## src/hdl/scdb_pkg.sv

```systemverilog
// shared types and constants of the soft clipper, dc blocker and gain block
package scdb_pkg;

	// default sizes
	localparam int NUM_CHANNELS_DEF = 2;
	localparam int SAMPLE_BITS_DEF  = 24;

	// filter state is signed Q4.23
	localparam int STATE_W   = 27;
	localparam int STATE_MAX = 67108863;
	localparam int STATE_MIN = -67108864;

	// configuration port
	localparam int CFG_W       = 16;
	localparam int CFG_IDX_W   = 2;
	localparam int GAIN_RESET  = 8192;

	// register indexes
	localparam logic [CFG_IDX_W-1:0] REG_DRIVE       = 2'd0;
	localparam logic [CFG_IDX_W-1:0] REG_OUTPUT_GAIN = 2'd1;

	// shaper and filter constants
	localparam int DRIVE_ONE      = 65536;
	localparam int DRIVE_ON_ABOVE = 65;
	localparam int CLAMP_LIM      = 33554432;
	localparam int K27            = 226492416;
	localparam int DC_COEF        = 16735273;

	// restoring divider: one quotient bit per step
	localparam int DIV_STEPS = 26;
	localparam int DIV_CNT_W = $clog2(DIV_STEPS);

	// datapath operations
	typedef enum logic [3:0] {
		OP_NONE  = 4'd0,
		OP_LOAD  = 4'd1,
		OP_DRV   = 4'd2,
		OP_CLP   = 4'd3,
		OP_SQR   = 4'd4,
		OP_X2    = 4'd5,
		OP_NUM   = 4'd6,
		OP_DIVLD = 4'd7,
		OP_DIV   = 4'd8,
		OP_SHP   = 4'd9,
		OP_BYP   = 4'd10,
		OP_PASS  = 4'd11,
		OP_BLK   = 4'd12,
		OP_Y     = 4'd13,
		OP_GAIN  = 4'd14,
		OP_RES   = 4'd15
	} dp_op_t;

	typedef struct packed {
		dp_op_t op;
		logic   out_load;
	} cmd_t;

	typedef struct packed {
		logic active;
		logic drive_on;
	} status_t;

endpackage

```

## src/hdl/scdb_if.sv

```systemverilog
// item channel interfaces of the soft clipper block
interface scdb_in_if #(parameter int SAMPLE_BITS = scdb_pkg::SAMPLE_BITS_DEF);
	logic                          valid;
	logic                          ready;
	logic                          channel;
	logic signed [SAMPLE_BITS-1:0] sample_in;

	modport source(output valid, channel, sample_in, input ready);
	modport sink(input valid, channel, sample_in, output ready);
endinterface

interface scdb_out_if #(parameter int SAMPLE_BITS = scdb_pkg::SAMPLE_BITS_DEF);
	logic                          valid;
	logic                          ready;
	logic                          channel_out;
	logic signed [SAMPLE_BITS-1:0] sample_out;

	modport source(output valid, channel_out, sample_out, input ready);
	modport sink(input valid, channel_out, sample_out, output ready);
endinterface

```

## src/hdl/scdb_dp.sv

```systemverilog
// datapath: config registers, shared multiplier, divider, filter state, output register
module scdb_dp #(
	parameter int NUM_CHANNELS = scdb_pkg::NUM_CHANNELS_DEF,
	parameter int SAMPLE_BITS  = scdb_pkg::SAMPLE_BITS_DEF
) (
	input  logic                               clk,
	input  logic                               arst_n,
	input  scdb_pkg::cmd_t                     cmd,
	output scdb_pkg::status_t                  status,
	input  logic                               in_channel,
	input  logic signed [SAMPLE_BITS-1:0]      in_sample,
	output logic                               out_channel,
	output logic signed [SAMPLE_BITS-1:0]      out_sample,
	input  logic                               cfg_we,
	input  logic [scdb_pkg::CFG_IDX_W-1:0]     cfg_index,
	input  logic [scdb_pkg::CFG_W-1:0]         cfg_wdata
);

	localparam int SW    = scdb_pkg::STATE_W;
	localparam int MA_W  = (SAMPLE_BITS > SW) ? SAMPLE_BITS : SW;
	localparam int MB_W  = 30;
	localparam int P_W   = MA_W + MB_W;
	localparam int CH_IW = (NUM_CHANNELS > 1) ? $clog2(NUM_CHANNELS) : 1;
	localparam int X2_W  = 28;
	localparam int DEN_W = 31;
	localparam int D_W   = DEN_W + 1;
	localparam int N_W   = 56;
	localparam int Q_W   = scdb_pkg::DIV_STEPS;
	localparam int SUM_W = 30;

	localparam logic signed [P_W-1:0]   CL_HI   = P_W'(scdb_pkg::CLAMP_LIM);
	localparam logic signed [P_W-1:0]   CL_LO   = -P_W'(scdb_pkg::CLAMP_LIM);
	localparam logic signed [P_W-1:0]   SMAX_P  = {{(P_W-SAMPLE_BITS+1){1'b0}},
		{(SAMPLE_BITS-1){1'b1}}};
	localparam logic signed [P_W-1:0]   SMIN_P  = ~SMAX_P;
	localparam logic signed [SUM_W-1:0] ST_HI_S = SUM_W'(scdb_pkg::STATE_MAX);
	localparam logic signed [SUM_W-1:0] ST_LO_S = SUM_W'(scdb_pkg::STATE_MIN);
	localparam logic signed [MA_W-1:0]  ST_HI_A = MA_W'(scdb_pkg::STATE_MAX);
	localparam logic signed [MA_W-1:0]  ST_LO_A = MA_W'(scdb_pkg::STATE_MIN);

	// configuration registers
	logic [scdb_pkg::CFG_W-1:0] drive_q;
	logic [scdb_pkg::CFG_W-1:0] gain_q;

	// item registers
	logic                          ch_q;
	logic signed [SAMPLE_BITS-1:0] samp_q;
	logic signed [P_W-1:0]         p_q;
	logic signed [SW-1:0]          c_q;
	logic [X2_W-1:0]               x2_q;
	logic [DEN_W-1:0]              den_q;
	logic                          neg_q;
	logic [D_W-1:0]                rem_q;
	logic [Q_W-1:0]                nlo_q;
	logic signed [SW-1:0]          s_q;
	logic signed [SW-1:0]          y_q;
	logic signed [SAMPLE_BITS-1:0] res_q;
	logic                          out_ch_q;
	logic signed [SAMPLE_BITS-1:0] out_samp_q;

	// per-channel filter state
	logic signed [SW-1:0] sp_q [NUM_CHANNELS];
	logic signed [SW-1:0] yp_q [NUM_CHANNELS];

	logic [CH_IW-1:0]        idx;
	logic [17:0]             fac;
	logic [28:0]             nfac;
	logic signed [MA_W-1:0]  ma;
	logic signed [MB_W-1:0]  mb;
	logic                    mul_en;
	logic signed [P_W-1:0]   rnd_clp;
	logic signed [P_W-1:0]   t_clp;
	logic signed [SW-1:0]    c_d;
	logic [P_W-1:0]          rnd_x2;
	logic signed [P_W-1:0]   mag;
	logic [N_W-1:0]          n_full;
	logic [D_W-1:0]          dvs;
	logic [D_W:0]            trial;
	logic                    ge;
	logic signed [MA_W-1:0]  sx;
	logic signed [SW-1:0]    s_byp;
	logic signed [P_W-1:0]   rnd_blk;
	logic signed [SUM_W-1:0] sum;
	logic signed [SW-1:0]    y_d;
	logic signed [P_W-1:0]   rnd_out;
	logic signed [P_W-1:0]   t_out;
	logic signed [SAMPLE_BITS-1:0] res_d;

	assign idx = CH_IW'(ch_q);

	// status toward the controller
	assign status.active   = ({31'd0, ch_q} < 32'(NUM_CHANNELS));
	assign status.drive_on = (drive_q > scdb_pkg::CFG_W'(scdb_pkg::DRIVE_ON_ABOVE));

	// drive factor 1 + 3*drive in Q16, and numerator factor 27 + x^2
	assign fac  = 18'(scdb_pkg::DRIVE_ONE) + 18'({drive_q, 1'b0}) + 18'(drive_q);
	assign nfac = 29'(scdb_pkg::K27) + 29'(x2_q);

	// shared multiplier operand select
	always_comb begin
		ma     = '0;
		mb     = '0;
		mul_en = 1'b0;
		unique case (cmd.op)
			scdb_pkg::OP_DRV: begin
				ma     = MA_W'(samp_q);
				mb     = MB_W'(fac);
				mul_en = 1'b1;
			end
			scdb_pkg::OP_SQR: begin
				ma     = MA_W'(c_q);
				mb     = MB_W'(c_q);
				mul_en = 1'b1;
			end
			scdb_pkg::OP_NUM: begin
				ma     = MA_W'(c_q);
				mb     = MB_W'(nfac);
				mul_en = 1'b1;
			end
			scdb_pkg::OP_BLK: begin
				ma     = MA_W'(yp_q[idx]);
				mb     = MB_W'(scdb_pkg::DC_COEF);
				mul_en = 1'b1;
			end
			scdb_pkg::OP_GAIN: begin
				ma     = MA_W'(y_q);
				mb     = MB_W'({1'b0, gain_q});
				mul_en = 1'b1;
			end
			default: begin
				mul_en = 1'b0;
			end
		endcase
	end

	// round and clamp of the driven sample
	always_comb begin
		rnd_clp = p_q + P_W'(32768);
		t_clp   = rnd_clp >>> 16;
		if (t_clp > CL_HI) begin
			c_d = SW'(CL_HI);
		end else if (t_clp < CL_LO) begin
			c_d = SW'(CL_LO);
		end else begin
			c_d = SW'(t_clp);
		end
	end

	// x^2 back to Q23, p_q is a square here
	assign rnd_x2 = p_q + P_W'(4194304);

	// divider setup: |num|*2 + den over 2*den
	assign mag    = p_q[P_W-1] ? -p_q : p_q;
	assign n_full = {mag[N_W-2:0], 1'b0} + N_W'(den_q);
	assign dvs    = {den_q, 1'b0};

	// one restoring step
	assign trial = {rem_q, nlo_q[Q_W-1]};
	assign ge    = (trial >= {1'b0, dvs});

	// saturation of the unshaped sample to the state range
	always_comb begin
		sx = MA_W'(samp_q);
		if (sx > ST_HI_A) begin
			s_byp = SW'(ST_HI_A);
		end else if (sx < ST_LO_A) begin
			s_byp = SW'(ST_LO_A);
		end else begin
			s_byp = SW'(sx);
		end
	end

	// dc blocker update
	always_comb begin
		rnd_blk = p_q + P_W'(8388608);
		sum     = SUM_W'(s_q) - SUM_W'(sp_q[idx]) + SUM_W'(rnd_blk >>> 24);
		if (sum > ST_HI_S) begin
			y_d = SW'(ST_HI_S);
		end else if (sum < ST_LO_S) begin
			y_d = SW'(ST_LO_S);
		end else begin
			y_d = SW'(sum);
		end
	end

	// gain rounding and output saturation
	always_comb begin
		rnd_out = p_q + P_W'(4096);
		t_out   = rnd_out >>> 13;
		if (t_out > SMAX_P) begin
			res_d = SAMPLE_BITS'(SMAX_P);
		end else if (t_out < SMIN_P) begin
			res_d = SAMPLE_BITS'(SMIN_P);
		end else begin
			res_d = SAMPLE_BITS'(t_out);
		end
	end

	// configuration writes
	always_ff @(posedge clk or negedge arst_n) begin
		if (!arst_n) begin
			drive_q <= '0;
			gain_q  <= scdb_pkg::CFG_W'(scdb_pkg::GAIN_RESET);
		end else if (cfg_we) begin
			unique case (cfg_index)
				scdb_pkg::REG_DRIVE:       drive_q <= cfg_wdata;
				scdb_pkg::REG_OUTPUT_GAIN: gain_q  <= cfg_wdata;
				default: begin
				end
			endcase
		end
	end

	// filter state, cleared at reset
	always_ff @(posedge clk or negedge arst_n) begin
		if (!arst_n) begin
			for (int i = 0; i < NUM_CHANNELS; i++) begin
				sp_q[i] <= '0;
				yp_q[i] <= '0;
			end
		end else if (cmd.op == scdb_pkg::OP_Y) begin
			sp_q[idx] <= s_q;
			yp_q[idx] <= y_d;
		end
	end

	// working registers
	always_ff @(posedge clk) begin
		if (mul_en) begin
			p_q <= ma * mb;
		end
		unique case (cmd.op)
			scdb_pkg::OP_LOAD: begin
				ch_q   <= in_channel;
				samp_q <= in_sample;
			end
			scdb_pkg::OP_CLP: c_q <= c_d;
			scdb_pkg::OP_X2:  x2_q <= rnd_x2[23+X2_W-1:23];
			scdb_pkg::OP_NUM: den_q <= DEN_W'(scdb_pkg::K27) + DEN_W'({x2_q, 3'b000})
				+ DEN_W'(x2_q);
			scdb_pkg::OP_DIVLD: begin
				neg_q <= p_q[P_W-1];
				rem_q <= D_W'(n_full[N_W-1:Q_W]);
				nlo_q <= n_full[Q_W-1:0];
			end
			scdb_pkg::OP_DIV: begin
				rem_q <= ge ? D_W'(trial - {1'b0, dvs}) : trial[D_W-1:0];
				nlo_q <= {nlo_q[Q_W-2:0], ge};
			end
			scdb_pkg::OP_SHP:  s_q <= neg_q ? -SW'(nlo_q) : SW'(nlo_q);
			scdb_pkg::OP_BYP:  s_q <= s_byp;
			scdb_pkg::OP_PASS: res_q <= samp_q;
			scdb_pkg::OP_Y:    y_q <= y_d;
			scdb_pkg::OP_RES:  res_q <= res_d;
			default: begin
			end
		endcase
		if (cmd.out_load) begin
			out_ch_q   <= ch_q;
			out_samp_q <= res_q;
		end
	end

	assign out_channel = out_ch_q;
	assign out_sample  = out_samp_q;

endmodule

```

## src/hdl/scdb_ctrl.sv

```systemverilog
// controller: sequences one item through the datapath and owns the handshakes
module scdb_ctrl (
	input  logic              clk,
	input  logic              arst_n,
	input  logic              in_valid,
	output logic              in_ready,
	output logic              out_valid,
	input  logic              out_ready,
	input  scdb_pkg::status_t status,
	output scdb_pkg::cmd_t    cmd
);

	typedef enum logic [15:0] {
		S_IDLE  = 16'h0001,
		S_DRV   = 16'h0002,
		S_CLP   = 16'h0004,
		S_SQR   = 16'h0008,
		S_X2    = 16'h0010,
		S_NUM   = 16'h0020,
		S_DIVLD = 16'h0040,
		S_DIV   = 16'h0080,
		S_SHP   = 16'h0100,
		S_BYP   = 16'h0200,
		S_PASS  = 16'h0400,
		S_BLK   = 16'h0800,
		S_Y     = 16'h1000,
		S_GAIN  = 16'h2000,
		S_RES   = 16'h4000,
		S_DONE  = 16'h8000
	} state_t;

	state_t                          state_q;
	state_t                          state_d;
	logic [scdb_pkg::DIV_CNT_W-1:0]  cnt_q;
	logic                            out_valid_q;
	logic                            accept;
	logic                            slot_free;

	assign in_ready  = (state_q == S_IDLE);
	assign accept    = in_valid && in_ready;
	assign slot_free = !out_valid_q || out_ready;
	assign out_valid = out_valid_q;

	// next state and datapath command
	always_comb begin
		state_d      = state_q;
		cmd.op       = scdb_pkg::OP_NONE;
		cmd.out_load = 1'b0;
		unique case (state_q)
			S_IDLE: begin
				if (accept) begin
					cmd.op  = scdb_pkg::OP_LOAD;
					state_d = S_DRV;
				end
			end
			S_DRV: begin
				cmd.op = scdb_pkg::OP_DRV;
				if (!status.active) begin
					state_d = S_PASS;
				end else if (status.drive_on) begin
					state_d = S_CLP;
				end else begin
					state_d = S_BYP;
				end
			end
			S_CLP: begin
				cmd.op  = scdb_pkg::OP_CLP;
				state_d = S_SQR;
			end
			S_SQR: begin
				cmd.op  = scdb_pkg::OP_SQR;
				state_d = S_X2;
			end
			S_X2: begin
				cmd.op  = scdb_pkg::OP_X2;
				state_d = S_NUM;
			end
			S_NUM: begin
				cmd.op  = scdb_pkg::OP_NUM;
				state_d = S_DIVLD;
			end
			S_DIVLD: begin
				cmd.op  = scdb_pkg::OP_DIVLD;
				state_d = S_DIV;
			end
			S_DIV: begin
				cmd.op = scdb_pkg::OP_DIV;
				if (cnt_q == scdb_pkg::DIV_CNT_W'(scdb_pkg::DIV_STEPS - 1)) begin
					state_d = S_SHP;
				end
			end
			S_SHP: begin
				cmd.op  = scdb_pkg::OP_SHP;
				state_d = S_BLK;
			end
			S_BYP: begin
				cmd.op  = scdb_pkg::OP_BYP;
				state_d = S_BLK;
			end
			S_PASS: begin
				cmd.op  = scdb_pkg::OP_PASS;
				state_d = S_DONE;
			end
			S_BLK: begin
				cmd.op  = scdb_pkg::OP_BLK;
				state_d = S_Y;
			end
			S_Y: begin
				cmd.op  = scdb_pkg::OP_Y;
				state_d = S_GAIN;
			end
			S_GAIN: begin
				cmd.op  = scdb_pkg::OP_GAIN;
				state_d = S_RES;
			end
			S_RES: begin
				cmd.op  = scdb_pkg::OP_RES;
				state_d = S_DONE;
			end
			S_DONE: begin
				if (slot_free) begin
					cmd.out_load = 1'b1;
					state_d      = S_IDLE;
				end
			end
			default: begin
				state_d = S_IDLE;
			end
		endcase
	end

	// state, divider step count and output valid
	always_ff @(posedge clk or negedge arst_n) begin
		if (!arst_n) begin
			state_q     <= S_IDLE;
			cnt_q       <= '0;
			out_valid_q <= 1'b0;
		end else begin
			state_q <= state_d;
			if (state_q == S_DIV) begin
				cnt_q <= cnt_q + scdb_pkg::DIV_CNT_W'(1);
			end else begin
				cnt_q <= '0;
			end
			if (cmd.out_load) begin
				out_valid_q <= 1'b1;
			end else if (out_ready) begin
				out_valid_q <= 1'b0;
			end
		end
	end

	// an accepted item always starts at the drive multiply
	a_accept_starts: assert property (@(posedge clk) disable iff (!arst_n)
		accept |=> state_q == S_DRV)
		else $error("accepted item did not start the sequence");

	// a finished result never overwrites one still waiting
	a_no_overwrite: assert property (@(posedge clk) disable iff (!arst_n)
		cmd.out_load |-> (!out_valid_q || out_ready))
		else $error("result register overwritten");

	// the divider runs exactly its step count
	a_div_len: assert property (@(posedge clk) disable iff (!arst_n)
		(state_q == S_DIV && cnt_q == scdb_pkg::DIV_CNT_W'(scdb_pkg::DIV_STEPS - 1))
		|=> state_q == S_SHP)
		else $error("divider left at the wrong step");

	// a new result appears only from the final state
	a_valid_source: assert property (@(posedge clk) disable iff (!arst_n)
		$rose(out_valid_q) |-> $past(state_q == S_DONE))
		else $error("output valid raised outside the final state");

endmodule

```

## src/hdl/soft_clip_dc_block_gain_core.sv

```systemverilog
// top level of the soft clipper, dc blocker and output gain block
// Each item is one audio sample with its channel number. A new item is
// accepted only once the previous one has run through its sequence. With
// drive above 65 the restoring divider of the Pade soft clipper produces
// one quotient bit per cycle, and the single shared multiplier takes five
// products in turn. With drive at 65 or below the shaper is skipped; a
// channel number outside the filter bank passes the sample through. A
// result sits in an output register, so the next item is accepted while
// the previous result still waits to be taken.
// Configuration is written through cfg_we, cfg_index and cfg_wdata; index
// 0 is drive (Q0.16), index 1 is output gain (Q3.13), other indexes are
// ignored.
module soft_clip_dc_block_gain_core #(
	parameter int NUM_CHANNELS = scdb_pkg::NUM_CHANNELS_DEF,
	parameter int SAMPLE_BITS  = scdb_pkg::SAMPLE_BITS_DEF
) (
	input  logic                           clk,
	input  logic                           arst_n,
	scdb_in_if.sink                        in_ch,
	scdb_out_if.source                     out_ch,
	input  logic                           cfg_we,
	input  logic [scdb_pkg::CFG_IDX_W-1:0] cfg_index,
	input  logic [scdb_pkg::CFG_W-1:0]     cfg_wdata
);

	scdb_pkg::cmd_t    cmd;
	scdb_pkg::status_t status;

	// sequencer
	scdb_ctrl u_ctrl (
		.clk       (clk),
		.arst_n    (arst_n),
		.in_valid  (in_ch.valid),
		.in_ready  (in_ch.ready),
		.out_valid (out_ch.valid),
		.out_ready (out_ch.ready),
		.status    (status),
		.cmd       (cmd)
	);

	// arithmetic and state
	scdb_dp #(
		.NUM_CHANNELS (NUM_CHANNELS),
		.SAMPLE_BITS  (SAMPLE_BITS)
	) u_dp (
		.clk         (clk),
		.arst_n      (arst_n),
		.cmd         (cmd),
		.status      (status),
		.in_channel  (in_ch.channel),
		.in_sample   (in_ch.sample_in),
		.out_channel (out_ch.channel_out),
		.out_sample  (out_ch.sample_out),
		.cfg_we      (cfg_we),
		.cfg_index   (cfg_index),
		.cfg_wdata   (cfg_wdata)
	);

endmodule

```

## src/flat_wrapper.sv

```systemverilog
// flat-port wrapper written by rule: the top's interface ports become plain ports
module soft_clip_dc_block_gain_core_flat 
#(
	parameter int NUM_CHANNELS = scdb_pkg::NUM_CHANNELS_DEF,
	parameter int SAMPLE_BITS  = scdb_pkg::SAMPLE_BITS_DEF
)
  (clk, arst_n, cfg_we, cfg_index, cfg_wdata, in_ch_valid, in_ch_channel, in_ch_sample_in, in_ch_ready, out_ch_valid, out_ch_channel_out, out_ch_sample_out, out_ch_ready);
  scdb_in_if #(.SAMPLE_BITS(SAMPLE_BITS)) in_ch_i ();
  scdb_out_if #(.SAMPLE_BITS(SAMPLE_BITS)) out_ch_i ();
  input  logic clk;
  input  logic arst_n;
  input  logic cfg_we;
  input  logic [scdb_pkg::CFG_IDX_W-1:0] cfg_index;
  input  logic [scdb_pkg::CFG_W-1:0] cfg_wdata;
  input wire logic [$bits(in_ch_i.valid)-1:0] in_ch_valid;
  input wire logic [$bits(in_ch_i.channel)-1:0] in_ch_channel;
  input wire logic [$bits(in_ch_i.sample_in)-1:0] in_ch_sample_in;
  output wire logic [$bits(in_ch_i.ready)-1:0] in_ch_ready;
  output wire logic [$bits(out_ch_i.valid)-1:0] out_ch_valid;
  output wire logic [$bits(out_ch_i.channel_out)-1:0] out_ch_channel_out;
  output wire logic [$bits(out_ch_i.sample_out)-1:0] out_ch_sample_out;
  input wire logic [$bits(out_ch_i.ready)-1:0] out_ch_ready;
  assign in_ch_i.valid = in_ch_valid;
  assign in_ch_i.channel = in_ch_channel;
  assign in_ch_i.sample_in = in_ch_sample_in;
  assign in_ch_ready = in_ch_i.ready;
  assign out_ch_valid = out_ch_i.valid;
  assign out_ch_channel_out = out_ch_i.channel_out;
  assign out_ch_sample_out = out_ch_i.sample_out;
  assign out_ch_i.ready = out_ch_ready;
  soft_clip_dc_block_gain_core #(.NUM_CHANNELS(NUM_CHANNELS), .SAMPLE_BITS(SAMPLE_BITS)) u_core (.clk(clk), .arst_n(arst_n), .in_ch(in_ch_i), .out_ch(out_ch_i), .cfg_we(cfg_we), .cfg_index(cfg_index), .cfg_wdata(cfg_wdata));
endmodule
```

## config.mk

```make
export PLATFORM = sky130hd
export DESIGN_NAME = soft_clip_dc_block_gain_core_flat
export DESIGN_NICKNAME = d
export VERILOG_FILES = /design/src/hdl/scdb_pkg.sv /design/src/hdl/scdb_if.sv /design/src/hdl/scdb_dp.sv /design/src/hdl/scdb_ctrl.sv /design/src/hdl/soft_clip_dc_block_gain_core.sv /design/src/flat_wrapper.sv
export SDC_FILE = /design/constraint.sdc
export NUM_CORES = 2
export LEC_CHECK = 0
export ABC_AREA = 1
export BUFFER_PORTS_ARGS = -buffer_cell sky130_fd_sc_hd__buf_2
export CORE_MARGIN = 2
export CORE_UTILIZATION = 55
export CTS_CLUSTER_SIZE = 10
export DETAILED_ROUTE_END_ITERATION = 8
export PLACE_DENSITY_LB_ADDON = 0.08
export SLEW_MARGIN = 40
export SYNTH_ARGS = -nofsm -noshare
export SYNTH_HDL_FRONTEND = slang
export SYNTH_SLANG_ARGS = --single-unit
```

## constraint.sdc

```tcl
create_clock -name clk -period 12.7 [get_ports clk]
set_input_delay 0.635 -clock clk [delete_from_list [all_inputs] [get_ports clk]]
set_output_delay 0.635 -clock clk [all_outputs]
set_load 0.02 [all_outputs]
```

==> run metrics <==
outcome=completed; setup violators final=0; global routing usage on met3=0.0716; H-tree depth=2; Syn Area/Cell=7.87 µm²; worst path arrival time=11,280 ps; Worst Clk Skew=35.6 ps; number of global-route vias before repair=55,500; post-synthesis net count=9,481; Reg2Reg Depth=39; startpoint type of the worst setup path=flop; Total Power=0.00750 W; Distinct cells, synth=70; setup tns final=0 ps; layout cells sized above 1=0.0525; top cells by area, synth=fa_1 27%, edfxtp_1 15%, nand2_1 13%, inv_1 10%, ha_1 6.7%; setup bufs post-CTS=0; vias=55,200; Synth top area share=0.269; Tcrit/Tclk final=0.858; slowest CP cell=fa_1; die width=347 µm; Post-synth EDFFs=330; final hold vios=0; Pwr per Cell Area=110 nW/µm²; total track usage=0.389; Synth-to-Final Area Change=5.81%; count of state elements after synthesis=491; Ports=75; CTS buffer count=57; minimum clock period=10,900 ps; clk sink count=491; crit path capture type=flop; ys flop type=edfxtp_1; global-route wire length before repair=348,000 µm; worst-skew pair later-pin latency=650 ps; Final Max Slew Viols=0; Core ar.=117,000 µm²; routability cong.=1.06; Hold-fix buffers, CTS=0; DR vias/cell=5.67; Detailed Routing Iterations Pass 1=7; port bufs=74; clk buf depth=3; met1 usage=0.508; GRT Residual Overflow=0; CTS clock-pin slew for the worst setup and hold paths=60 ps; antenna violations before repair=3; Hold/Removal Path Class=in2async; CTS tree=yes; gr busiest metal=met2; RSZ-0062 raised after global routing=false; largest net degree at the start of global routing=88; Synth Cell Area=64,700 µm²; FMAX=0.0917 GHz; post-cts resize count=0; routed length per instance=23.9 µm; Die Y=347 µm; worst-path maximum fanout=48; maxcap violations=0; Slew Limit Headroom=0.375; DRC Markers=0; Setup CP Type=reg2reg; flop2flop setup slack=1800 ps; Slew @ Worst Pin=928 ps; Critical Path Max Stage Delay=840 ps; worst path required time=13,080 ps; worst vdd ir=150 µV; sequential share of the synthesized area=0.215; Clock Tree Root=clkbuf_16; biggest area consumer among synthesized cells=fa_1; synth warn=0; Post-synth top cells=2,273 x nand2_1, 1,774 x inv_1, 869 x fa_1; most frequent CP cell=inv_1; Async SR Flop Fraction=0.328; die area=120,000 µm²; static leakage=35.6 nW; Synth Instances=8,218; antenna-violating nets left=0; cell with the most instances after synthesis=nand2_1; Rows=125; DP HPWL=187,000 µm; routed wire length=233,000 µm; Initial Utilization=0.555; met2 Use GR=0.618; DRT iter0 DRCs=5,483; nets=9,441
-- routing by layer --
layer  up-vias  share of wire  wire [µm]
met2      2752           0.45     106000
met4         2          0.066      15300
met3       642          0.091      21100
met1     27100           0.39      90400
li1      24800              -          -
met5         -       0.000056         13
-- sequential cells by signal, summed over array words and instances (netlist names), 16 cells and up --
signal,cells
u_core.u_dp.den_q,31
u_core.u_dp.sp_q,54
u_core.u_dp.res_q,24
u_core.u_dp.s_q,27
u_core.u_dp.out_sample,24
u_core.u_dp.samp_q,24
u_core.u_dp.yp_q,54
u_core.u_dp.c_q,27
u_core.u_dp.y_q,27
u_core.u_dp.rem_q,32
u_core.u_dp.nlo_q,26
u_core.u_dp.gain_q,16
u_core.u_dp.drive_q,16
u_core.u_dp.x2_q,28
u_core.u_dp.p_q,57
-- metrics by stage --
step                hold slack (ps)  std cells  cell area, µm²  worst slack (ps)   util
CTS                            32.1       9745           68400              1800  0.587
global route                   58.5       9747           68500               960  0.588
finish                         13.1       9748           68500              1800  0.588
global placement                405       9632           66600              1820  0.572
detailed placement              405       9641           66700              1850  0.573
floorplan                       339       8218           64700              1310      -
-- worst max-delay path: cells and delay by family, from the launching register on --
| family | cells | cell delay, ps |
|---|---|---|
| adder cells (fa/ha/maj) | 8 | 4520 |
| AND/OR/NAND/NOR | 16 | 3270 |
| XOR/XNOR | 1 | 60 |
| flip-flops | 1 | 380 |
| buffers and inverters | 12 | 2040 |
| AO/OA/AOI/OAI | 2 | 300 |
-- logic make-up (layout without fill, tap and decap cells) --
logic type / Yosys count / count (layout) / share of synthesized area
xor gates and xnor gates: 336 / 336 / 0.0456
AOI/OAI and AO/OA: 822 / 822 / 0.0735
and+or+nand+nor: 3256 / 3256 / 0.204
other: 0 / 1 / 0
buffers and inverters: 2097 / 2102 / 0.126
muxes: 1 / 1 / 0.000155
DFF: 491 / 491 / 0.215
adders and majority gates: 1215 / 1215 / 0.336
-- where the power goes --
| group | switching (W) | internal (W) | leakage (nW) |
|---|---|---|---|
| logic | 0.00267 | 0.00102 | 29.6 |
| registers | 0.000244 | 0.00199 | 5.19 |
| clock network | 0.000705 | 0.000872 | 0.817 |
| total | 0.00362 | 0.00388 | 35.6 |
-- path summary, 6_finish.rpt --
kind,from,to
worst max register to register,u_core.u_ctrl.state_q[1]$_DFFE_PN0P_,u_core.u_dp.p_q[55]$_DFFE_PP_
worst min-delay path,arst_n,u_core.u_dp.sp_q[1]$_DFFE_PN0P_
min in group clk,in_ch_sample_in[1],u_core.u_dp.samp_q[1]$_DFFE_PN_
worst min register to register,u_core.u_dp.res_q[9]$_DFFE_PP_,u_core.u_dp.out_sample[9]$_DFFE_PP_
max in group asynchronous,arst_n,u_core.u_dp.yp_q[1]$_DFFE_PN0P_
worst max-delay path,u_core.u_ctrl.state_q[1]$_DFFE_PN0P_,u_core.u_dp.p_q[55]$_DFFE_PP_
-- cell usage in the layout (no fill, tap or decap), types with 7 or more instances in the layout --
| cell | netlist | final |
|---|---|---|
| buf_4 | 27 | 95 |
| edfxtp_1 | 330 | 330 |
| nand2_1 | 2273 | 2269 |
| a22o_1 | 7 | 7 |
| nand3b_1 | 11 | 11 |
| nor2_1 | 538 | 533 |
| clkbuf_16 | 0 | 58 |
| fa_1 | 869 | 869 |
| or2_2 | 43 | 43 |
| nand4_1 | 69 | 69 |
| a21oi_1 | 262 | 262 |
| nand2_2 | 13 | 17 |
| inv_1 | 1774 | 1772 |
| o21bai_1 | 18 | 18 |
| a21o_1 | 25 | 25 |
| a31oi_1 | 27 | 26 |
| dfrtp_1 | 159 | 159 |
| a221oi_1 | 20 | 19 |
| nor3_1 | 49 | 49 |
| xnor2_1 | 90 | 90 |
| o21ai_0 | 331 | 329 |
| xor2_1 | 245 | 243 |
| o211ai_1 | 48 | 48 |
| clkinv_1 | 19 | 20 |
| buf_2 | 106 | 79 |
| clkbuf_1 | 132 | 35 |
| a21boi_0 | 15 | 15 |
| nor2_4 | 6 | 10 |
| nor2_2 | 33 | 34 |
| inv_2 | 23 | 24 |
| nand3_1 | 174 | 172 |
| ha_1 | 346 | 346 |
| o21a_1 | 15 | 15 |
| nor4_1 | 23 | 21 |
| o2111ai_2 | 0 | 22 |
-- layout make-up --
cell class | count | area (µm²)
diodes | 1 | 2.50
clock buffers | 97 | 1640
clock inverters | 7 | 75.1
fillers | 10900 | 48000
inverters | 1817 | 6830
multi-input cells | 5630 | 42900
flip-flops and latches | 491 | 13900
well taps | 1524 | 1910
repair buffers | 181 | 1190
(Power assumes the default switching activity.)
